===== config.mk =====
export PLATFORM = sky130hd
export DESIGN_NAME = periodic_task_table_scheduler
export DESIGN_NICKNAME = d
export VERILOG_FILES = /design/src/ptts_pkg.sv /design/src/periodic_task_table_scheduler.sv /design/src/ptts_ram.sv /design/src/ptts_out_reg.sv
export SDC_FILE = /design/constraint.sdc
export NUM_CORES = 2
export LEC_CHECK = 0
export BUFFER_PORTS_ARGS = -buffer_cell sky130_fd_sc_hd__clkbuf_2
export CORE_MARGIN = 5
export CORE_UTILIZATION = 35
export CTS_CLUSTER_SIZE = 16
export DETAILED_ROUTE_END_ITERATION = 8
export HOLD_SLACK_MARGIN = 0.05
export PLACE_DENSITY_LB_ADDON = 0.1
export SETUP_SLACK_MARGIN = 0.5
export SLEW_MARGIN = 40
export SYNTH_ARGS = -nofsm -noshare
export SYNTH_HDL_FRONTEND = slang
export SYNTH_SLANG_ARGS = --single-unit

===== constraint.sdc =====
create_clock -name clk -period 11.5 [get_ports clk]
set_clock_uncertainty 0.15 [all_clocks]
set_input_delay 1.15 -clock clk [delete_from_list [all_inputs] [get_ports clk]]
set_output_delay 1.15 -clock clk [all_outputs]
set_load 0.01 [all_outputs]

===== src/ptts_pkg.sv =====
`timescale 1ns / 1ps
`default_nettype none
// ----------------------------------------------------------------------------
// ptts_pkg
// shared widths, codes and the result word type of the periodic task scheduler
// ----------------------------------------------------------------------------
package ptts_pkg;

  localparam int MAX_TASKS_DEF = 8;

  localparam int OP_W    = 2;
  localparam int CD_W    = 16;
  localparam int IDXIN_W = 3;
  localparam int TIME_W  = 32;
  localparam int KIND_W  = 3;
  localparam int SLOT_W  = 4;
  localparam int FAULT_W = 2;

  localparam logic [OP_W-1:0] OP_ADD    = 2'd0;
  localparam logic [OP_W-1:0] OP_TICK   = 2'd1;
  localparam logic [OP_W-1:0] OP_REPORT = 2'd2;

  localparam logic [KIND_W-1:0] K_ADDED   = 3'd0;
  localparam logic [KIND_W-1:0] K_FAULT   = 3'd1;
  localparam logic [KIND_W-1:0] K_DUE     = 3'd2;
  localparam logic [KIND_W-1:0] K_NONE    = 3'd3;
  localparam logic [KIND_W-1:0] K_STATS   = 3'd4;
  localparam logic [KIND_W-1:0] K_IGNORED = 3'd5;

  localparam logic [FAULT_W-1:0] F_NONE   = 2'd0;
  localparam logic [FAULT_W-1:0] F_FULL   = 2'd1;
  localparam logic [FAULT_W-1:0] F_PERIOD = 2'd2;

  localparam logic [CD_W-1:0]   CD_MAX    = 16'hFFFF;
  localparam logic [TIME_W-1:0] TIME_ONES = 32'hFFFFFFFF;

  typedef struct packed {
    logic [KIND_W-1:0]  kind;
    logic [SLOT_W-1:0]  task_slot;
    logic [FAULT_W-1:0] fault_code;
    logic               last;
    logic [TIME_W-1:0]  runs;
    logic [TIME_W-1:0]  best_seen;
    logic [TIME_W-1:0]  worst_seen;
  } res_t;

endpackage
`default_nettype wire


===== src/periodic_task_table_scheduler.sv =====
`timescale 1ns / 1ps
`default_nettype none
// ----------------------------------------------------------------------------
// periodic_task_table_scheduler
// table of periodic task slots with add, tick and run time report words
// ----------------------------------------------------------------------------
// One word is taken at a time. Countdown and period of each slot live in one
// memory, run count and best and worst times in another; slot occupancy is
// kept in flip-flops. An add walks the slots one per cycle looking for a free
// one; a zero period is refused at once. A tick reads every slot in turn and
// writes the new countdown back to each used one, holding on a slot that falls
// due while the result stream stalls. A report is a read, modify and write of
// the statistics memory, which is not touched when the slot is not in use.
// Results wait in an output register, so the next word is taken while the
// last result of the previous one is still pending.
// ----------------------------------------------------------------------------
module periodic_task_table_scheduler
  import ptts_pkg::*;
#(
  parameter int MAX_TASKS = MAX_TASKS_DEF
) (
  input  wire logic         clk,
  input  wire logic         rst,
  input  wire logic         s_tvalid,
  output logic              s_tready,
  // start_delay[15:0], task_period[31:16], slot_index[34:32], measured_time[66:35]
  input  wire logic [71:0]  s_tdata,
  // op[1:0]
  input  wire logic [1:0]   s_tuser,
  output logic              m_tvalid,
  input  wire logic         m_tready,
  // task_slot[3:0], fault_code[5:4], runs[37:6], best_seen[69:38], worst_seen[101:70]
  output logic [103:0]      m_tdata,
  // kind[2:0]
  output logic [2:0]        m_tuser,
  output logic              m_tlast
);

  localparam int IDX_W  = (MAX_TASKS > 1) ? $clog2(MAX_TASKS) : 1;
  localparam int TIM_W  = 2 * CD_W;
  localparam int STAT_W = 3 * TIME_W;
  localparam logic [IDX_W-1:0]  IDX_LAST = IDX_W'(MAX_TASKS - 1);
  localparam logic [SLOT_W-1:0] NO_SLOT  = SLOT_W'(MAX_TASKS);

  localparam logic [2:0] S_IDLE     = 3'd0;
  localparam logic [2:0] S_EMIT     = 3'd1;
  localparam logic [2:0] S_ADD      = 3'd2;
  localparam logic [2:0] S_TICK_RD  = 3'd3;
  localparam logic [2:0] S_TICK_WB  = 3'd4;
  localparam logic [2:0] S_TICK_END = 3'd5;
  localparam logic [2:0] S_RPT_RD   = 3'd6;
  localparam logic [2:0] S_RPT_WB   = 3'd7;

  logic [2:0]           state;
  logic [IDX_W-1:0]     idx;
  logic [MAX_TASKS-1:0] used;
  logic                 pend_v;
  logic [IDX_W-1:0]     pend_slot;
  res_t                 res;
  logic [CD_W-1:0]      delay_q;
  logic [CD_W-1:0]      period_q;
  logic [TIME_W-1:0]    meas_q;

  logic [1:0]           in_op;
  logic [CD_W-1:0]      in_delay;
  logic [CD_W-1:0]      in_period;
  logic [IDXIN_W-1:0]   in_slot;
  logic [TIME_W-1:0]    in_meas;
  logic                 in_acc;
  logic                 rpt_ok;

  logic                 tim_we;
  logic [TIM_W-1:0]     tim_wdata;
  logic                 tim_re;
  logic [TIM_W-1:0]     tim_rdata;
  logic                 stat_we;
  logic [STAT_W-1:0]    stat_wdata;
  logic                 stat_re;
  logic [STAT_W-1:0]    stat_rdata;

  logic                 emit_valid;
  res_t                 emit_word;
  logic                 can_emit;
  res_t                 out_word;

  logic [CD_W-1:0]      cd_cur;
  logic [CD_W-1:0]      cd_per;
  logic [CD_W-1:0]      cd_dec;
  logic                 tick_due;
  logic                 tick_go;
  logic [TIME_W-1:0]    st_runs;
  logic [TIME_W-1:0]    st_best;
  logic [TIME_W-1:0]    st_worst;
  logic [CD_W-1:0]      cd_load;

  assign in_op     = s_tuser;
  assign in_delay  = s_tdata[15:0];
  assign in_period = s_tdata[31:16];
  assign in_slot   = s_tdata[34:32];
  assign in_meas   = s_tdata[66:35];
  assign s_tready  = (state == S_IDLE);
  assign in_acc    = s_tvalid && s_tready;
  assign rpt_ok    = (7'(in_slot) < 7'(MAX_TASKS)) && used[IDX_W'(in_slot)];

  assign cd_cur   = tim_rdata[CD_W-1:0];
  assign cd_per   = tim_rdata[TIM_W-1:CD_W];
  assign cd_dec   = cd_cur - 1'b1;
  assign tick_due = used[idx] && (cd_dec == '0);
  assign tick_go  = !(tick_due && pend_v && !can_emit);
  assign cd_load  = (delay_q == CD_MAX) ? CD_MAX : delay_q + 1'b1;

  assign st_runs  = stat_rdata[TIME_W-1:0] + 1'b1;
  assign st_best  = (meas_q < stat_rdata[2*TIME_W-1:TIME_W]) ? meas_q
                                                            : stat_rdata[2*TIME_W-1:TIME_W];
  assign st_worst = (meas_q > stat_rdata[STAT_W-1:2*TIME_W]) ? meas_q
                                                            : stat_rdata[STAT_W-1:2*TIME_W];

  ptts_ram #(
    .WIDTH (TIM_W),
    .DEPTH (MAX_TASKS)
  ) u_tim_ram (
    .clk   (clk),
    .we    (tim_we),
    .waddr (idx),
    .wdata (tim_wdata),
    .re    (tim_re),
    .raddr (idx),
    .rdata (tim_rdata)
  );

  ptts_ram #(
    .WIDTH (STAT_W),
    .DEPTH (MAX_TASKS)
  ) u_stat_ram (
    .clk   (clk),
    .we    (stat_we),
    .waddr (idx),
    .wdata (stat_wdata),
    .re    (stat_re),
    .raddr (idx),
    .rdata (stat_rdata)
  );

  ptts_out_reg u_out (
    .clk       (clk),
    .rst       (rst),
    .in_valid  (emit_valid),
    .in_word   (emit_word),
    .in_ready  (can_emit),
    .out_valid (m_tvalid),
    .out_ready (m_tready),
    .out_word  (out_word)
  );

  assign m_tuser = out_word.kind;
  assign m_tlast = out_word.last;
  assign m_tdata = {2'b00, out_word.worst_seen, out_word.best_seen, out_word.runs,
                    out_word.fault_code, out_word.task_slot};

  // memory access and result selection
  always_comb begin
    tim_we     = 1'b0;
    tim_wdata  = {period_q, cd_load};
    tim_re     = 1'b0;
    stat_we    = 1'b0;
    stat_wdata = {TIME_W'(0), TIME_ONES, TIME_W'(0)};
    stat_re    = 1'b0;
    emit_valid = 1'b0;
    emit_word  = res;
    unique case (state)
      S_EMIT: begin
        emit_valid = 1'b1;
      end
      S_ADD: begin
        if (!used[idx]) begin
          tim_we  = 1'b1;
          stat_we = 1'b1;
        end
      end
      S_TICK_RD: begin
        tim_re = 1'b1;
      end
      S_TICK_WB: begin
        tim_we    = used[idx] && tick_go;
        tim_wdata = {cd_per, tick_due ? cd_per : cd_dec};
        emit_valid = tick_due && pend_v && can_emit;
        emit_word  = '{kind: K_DUE, task_slot: SLOT_W'(pend_slot), fault_code: F_NONE,
                       last: 1'b0, runs: '0, best_seen: '0, worst_seen: '0};
      end
      S_TICK_END: begin
        emit_valid = 1'b1;
        emit_word  = '{kind: pend_v ? K_DUE : K_NONE,
                       task_slot: pend_v ? SLOT_W'(pend_slot) : NO_SLOT,
                       fault_code: F_NONE, last: 1'b1,
                       runs: '0, best_seen: '0, worst_seen: '0};
      end
      S_RPT_RD: begin
        stat_re = 1'b1;
      end
      S_RPT_WB: begin
        stat_we    = 1'b1;
        stat_wdata = {st_worst, st_best, st_runs};
      end
      default: begin
      end
    endcase
  end

  always_ff @(posedge clk) begin
    if (rst) begin
      state  <= S_IDLE;
      used   <= '0;
      pend_v <= 1'b0;
      idx    <= '0;
    end else begin
      unique case (state)
        S_IDLE: begin
          if (in_acc) begin
            pend_v   <= 1'b0;
            delay_q  <= in_delay;
            period_q <= in_period;
            meas_q   <= in_meas;
            unique case (in_op)
              OP_ADD: begin
                idx <= '0;
                if (in_period == '0) begin
                  res   <= '{kind: K_FAULT, task_slot: NO_SLOT, fault_code: F_PERIOD,
                             last: 1'b1, runs: '0, best_seen: '0, worst_seen: '0};
                  state <= S_EMIT;
                end else begin
                  state <= S_ADD;
                end
              end
              OP_TICK: begin
                idx   <= '0;
                state <= S_TICK_RD;
              end
              OP_REPORT: begin
                res   <= '{kind: K_IGNORED, task_slot: SLOT_W'(in_slot),
                           fault_code: F_NONE, last: 1'b1,
                           runs: '0, best_seen: '0, worst_seen: '0};
                idx   <= IDX_W'(in_slot);
                state <= rpt_ok ? S_RPT_RD : S_EMIT;
              end
              default: begin
                idx   <= '0;
                res   <= '{kind: K_IGNORED, task_slot: NO_SLOT, fault_code: F_NONE,
                           last: 1'b1, runs: '0, best_seen: '0, worst_seen: '0};
                state <= S_EMIT;
              end
            endcase
          end
        end
        S_EMIT: begin
          if (can_emit) begin
            state <= S_IDLE;
          end
        end
        S_ADD: begin
          if (!used[idx]) begin
            used[idx] <= 1'b1;
            res       <= '{kind: K_ADDED, task_slot: SLOT_W'(idx), fault_code: F_NONE,
                           last: 1'b1, runs: '0, best_seen: '0, worst_seen: '0};
            state     <= S_EMIT;
          end else if (idx == IDX_LAST) begin
            res   <= '{kind: K_FAULT, task_slot: NO_SLOT, fault_code: F_FULL,
                       last: 1'b1, runs: '0, best_seen: '0, worst_seen: '0};
            state <= S_EMIT;
          end else begin
            idx <= idx + 1'b1;
          end
        end
        S_TICK_RD: begin
          state <= S_TICK_WB;
        end
        S_TICK_WB: begin
          if (tick_go) begin
            if (tick_due) begin
              pend_v    <= 1'b1;
              pend_slot <= idx;
            end
            if (idx == IDX_LAST) begin
              state <= S_TICK_END;
            end else begin
              idx   <= idx + 1'b1;
              state <= S_TICK_RD;
            end
          end
        end
        S_TICK_END: begin
          if (can_emit) begin
            state <= S_IDLE;
          end
        end
        S_RPT_RD: begin
          state <= S_RPT_WB;
        end
        S_RPT_WB: begin
          res   <= '{kind: K_STATS, task_slot: res.task_slot, fault_code: F_NONE,
                     last: 1'b1, runs: st_runs, best_seen: st_best,
                     worst_seen: st_worst};
          state <= S_EMIT;
        end
        default: begin
          state <= S_IDLE;
        end
      endcase
    end
  end

endmodule
`default_nettype wire


===== src/ptts_ram.sv =====
`timescale 1ns / 1ps
`default_nettype none
// ----------------------------------------------------------------------------
// ptts_ram
// generic simple dual port ram, one write port, one registered read port
// ----------------------------------------------------------------------------
module ptts_ram #(
  parameter int WIDTH = 32,
  parameter int DEPTH = 8,
  localparam int AW = (DEPTH > 1) ? $clog2(DEPTH) : 1
) (
  input  wire logic             clk,
  input  wire logic             we,
  input  wire logic [AW-1:0]    waddr,
  input  wire logic [WIDTH-1:0] wdata,
  input  wire logic             re,
  input  wire logic [AW-1:0]    raddr,
  output logic      [WIDTH-1:0] rdata
);

  logic [WIDTH-1:0] mem [DEPTH];

  always_ff @(posedge clk) begin
    if (we) begin
      mem[waddr] <= wdata;
    end
    if (re) begin
      rdata <= mem[raddr];
    end
  end

endmodule
`default_nettype wire


===== src/ptts_out_reg.sv =====
`timescale 1ns / 1ps
`default_nettype none
// ----------------------------------------------------------------------------
// ptts_out_reg
// output holding register between the sequencer and the result stream
// ----------------------------------------------------------------------------
module ptts_out_reg
  import ptts_pkg::*;
(
  input  wire logic clk,
  input  wire logic rst,
  input  wire logic in_valid,
  input  wire res_t in_word,
  output logic      in_ready,
  output logic      out_valid,
  input  wire logic out_ready,
  output res_t      out_word
);

  assign in_ready = !out_valid || out_ready;

  always_ff @(posedge clk) begin
    if (rst) begin
      out_valid <= 1'b0;
    end else if (in_ready) begin
      out_valid <= in_valid;
    end
  end

  always_ff @(posedge clk) begin
    if (in_ready && in_valid) begin
      out_word <= in_word;
    end
  end

endmodule
`default_nettype wire


==> impl_metrics.ini <==
[status]
status = completed

[drt]
first_iter_violations = 2545
first_pass_iters = 8
ant_nets = 0
num_vias = 31462
routed_via_density = 5.42
drc = 0
wirelength_um = 157000
routedWlPerCell_um = 27.0

[pwr]
power_density_nw_per_um2 = 197
power_switching_share_pct = 25.8
cellLeakagePower_nw = 22.3
p_switching_mw = 3.27
p_comb_share_pct = 11.6
p_int_mw = 9.40
ir_worst_vdd_uv = 132
pwr-share-seq_pct = 49.7
clkPwrFrac_pct = 38.7

[logic_synthesis]
synth_top_area_share_pct = 77.4
synth.distinct_cells = 67
yosys_most_used_dff = edfxtp_1
netlist_area_um2 = 55500
synth_warnings = 0
synthTopCellsByArea = edfxtp_1, a22oi_1, nand4_1
synth_common_cells = edfxtp_1, a22oi_1, clkbuf_1
synth_edf_count = 1429
synth.largest_area_cell = edfxtp_1
synth_cells = 3391
ys_seq_area_share_pct = 77.9
avgSynthCellArea_um2 = 16.4
async_flop_share_pct = 0
ys_ff_latch = 1445
synth.most_common_cell = edfxtp_1

[sta]
hold_viol_final = 0
hold_slack_ns = 0.342
relSlewSlack_pct = 39.7
rsz0062_at_grt = false
worst_slew_pin_slew_ns = 0.903
fin_setup_tns_ns = 0
setup_ws_ns = 6.20
clock.fmax_mhz = 189
fin_crit_ns = 5.30
setup_viol_count_final = 0
finalMaxSlewViolations = 0
period_share_pct = 46.0

[cts]
clockBufferDepth = 3
cts_resized = 0
h-tree-depth = 4
post_cts_buffers = 0
clk_latency_ns = 0.79
ctsHoldBuffers = 0
cts_buffers = 159
tritoncts = yes
cts_root_buf = clkbuf_16
numClockSinks = 1445
clkTransAtPathRegs_ns = 0.06

[min_path]
holdPathEnd = used[7]$_SDFFE_PP0P_
hold_depth = 2
worstHoldStart = used[7]$_SDFFE_PP0P_
hold_path_class = flip-flop to flip-flop

[cells_and_area]
fin_nets = 3761
diodes = 0
area_delta_synth_final_pct = 15.8
drive_gt1_share_pct = 14.1
fillers = 14268

[setup_path]
reg2reg_from = idx[1]$_SDFFE_PP0P_
path_class = flip-flop to flip-flop
path_max_fanout = 57
endpoint_kind = flip-flop
crit_arrival_ns = 5.55
r2r-end = u_out.out_word[9]$_DFFE_PP_
rrSetupSlack_ns = 6.20
worstPathRequired_ns = 11.75
start_kind = flip-flop
rr_worst_depth = 10

[global_routing]
grt_max_degree = 97
antenna_found_initial = 4
track_usage_pct = 18.5
grt_pass1_vias = 31757
grt_pass1_wl_um = 226000
grt_overflow = 0

[die]
dieHeight_um = 408
start_util_pct = 35.1
ios = 188
num_rows = 146
die_w_um = 408
dieArea_um2 = 167000
coreArea_um2 = 158000

[placed_design]
hpwl_um = 83800
place_ws_ns = 5.96
place_congestion = 0.758
port_buffers = 180

[run]
drv_cap = 0
[worst max path at each step]
stage	startpoint	endpoint	slack [ns]
after floorplan	u_tim_ram.rdata[0]$_DFFE_PP_	u_out.out_word[0]$_DFFE_PP_	1.22
after global placement	idx[0]$_SDFFE_PP0P_	u_stat_ram.mem[7][41]$_DFFE_PP_	5.91
after detailed placement	idx[1]$_SDFFE_PP0P_	u_out.out_word[26]$_DFFE_PP_	5.96
after CTS	idx[1]$_SDFFE_PP0P_	u_out.out_word[9]$_DFFE_PP_	5.95
after global routing	idx[1]$_SDFFE_PP0P_	u_out.out_word[9]$_DFFE_PP_	5.88
final	idx[1]$_SDFFE_PP0P_	u_out.out_word[9]$_DFFE_PP_	6.20
[cells by family (layout without fill, tap and decap cells)]
kind of cell	count (synthesis)	in the layout	share of synthesized area (%)
compound gates	786	786	10.3
xor+xnor	54	54	0.853
fa+ha+maj	69	69	1.56
buf+inv	279	620	1.94
flops	1445	1445	77.9
mux	40	40	0.817
other cells	1	2	0.00676
simple gates	717	717	6.55
[sequential cells by signal, summed over array words and instances, names as in the netlist]
signal            flops
delay_q              16
u_out.out_word      106
u_tim_ram.mem       256
meas_q               32
res                 104
u_stat_ram.mem      768
pend_v                1
idx                   3
used                  8
u_tim_ram.rdata      32
pend_slot             3
state                 3
u_out.out_valid       1
u_stat_ram.rdata     96
period_q             16
[layout make-up]
class	count	area [µm²]	area share [%]
tap	2072	2590	4.04
clock buffer	204	4150	6.46
inverter	83	312	0.485
timing repair buffer	257	1710	2.67
multi-input combinational	1668	11400	17.8
sequential	1445	43200	67.3
clock inverter	76	812	1.26
[metrics by stage]
| stage | util, % | power (mW) | area, µm² | cells |
|---|---|---|---|---|
| finish | 40.6 | 12.7 | 64200 | 5805 |
| global route | 40.6 | 13.2 | 64200 | 5805 |
| CTS | 40.6 | 12.8 | 64200 | 5803 |
| detailed placement | 37.5 | 7.90 | 59200 | 5523 |
| global placement | 37.4 | 7.89 | 59000 | 5517 |
| floorplan | - | 7.22 | 55500 | 3392 |
[placed cells by master, fill, tap and decap left out, types with 49 or more instances in the layout]
master / Yosys / final
edfxtp_1: 1429 / 1429
a22oi_1: 517 / 517
clkbuf_2: 0 / 180
nand2_1: 165 / 164
clkbuf_16: 0 / 159
nor2_1: 174 / 157
nand4_1: 149 / 149
and2_1: 107 / 105
a21oi_1: 104 / 103
inv_1: 83 / 83
ha_1: 69 / 69
buf_4: 3 / 49
[power groups by stage]
stage | clock network, mW | registers [mW] | logic, mW
finish | 4.90 | 6.30 | 1.47
detailed placement | 0 | 6.41 | 1.49
floorplan | 0 | 6.43 | 0.789
CTS | 5.03 | 6.30 | 1.50
global route | 5.25 | 6.32 | 1.60
global placement | 0 | 6.41 | 1.48
[worst max-delay path: stages (launching register included)]
cell and delay, ns:
dfxtp_1 0.86, mux4_2 0.36, mux2i_1 0.23, or4_1 0.64, a2111oi_4 0.70, buf_4 0.34, a31oi_1 0.12, nor3_2 0.13
buf_4 0.22, buf_4 0.48, buf_6 0.49
[layer usage]
layer / vias to the layer above / part of all wire, % / GRT usage, %
met4: 0 / 2.4 / 4.89
met2: 768 / 47 / 29.6
li1: 14031 / - / -
met1: 16443 / 46 / 26.4
met3: 220 / 4.4 / 2.73
met5: - / 0 / 0
No activity file was read; power rests on OpenSTA's default activity.
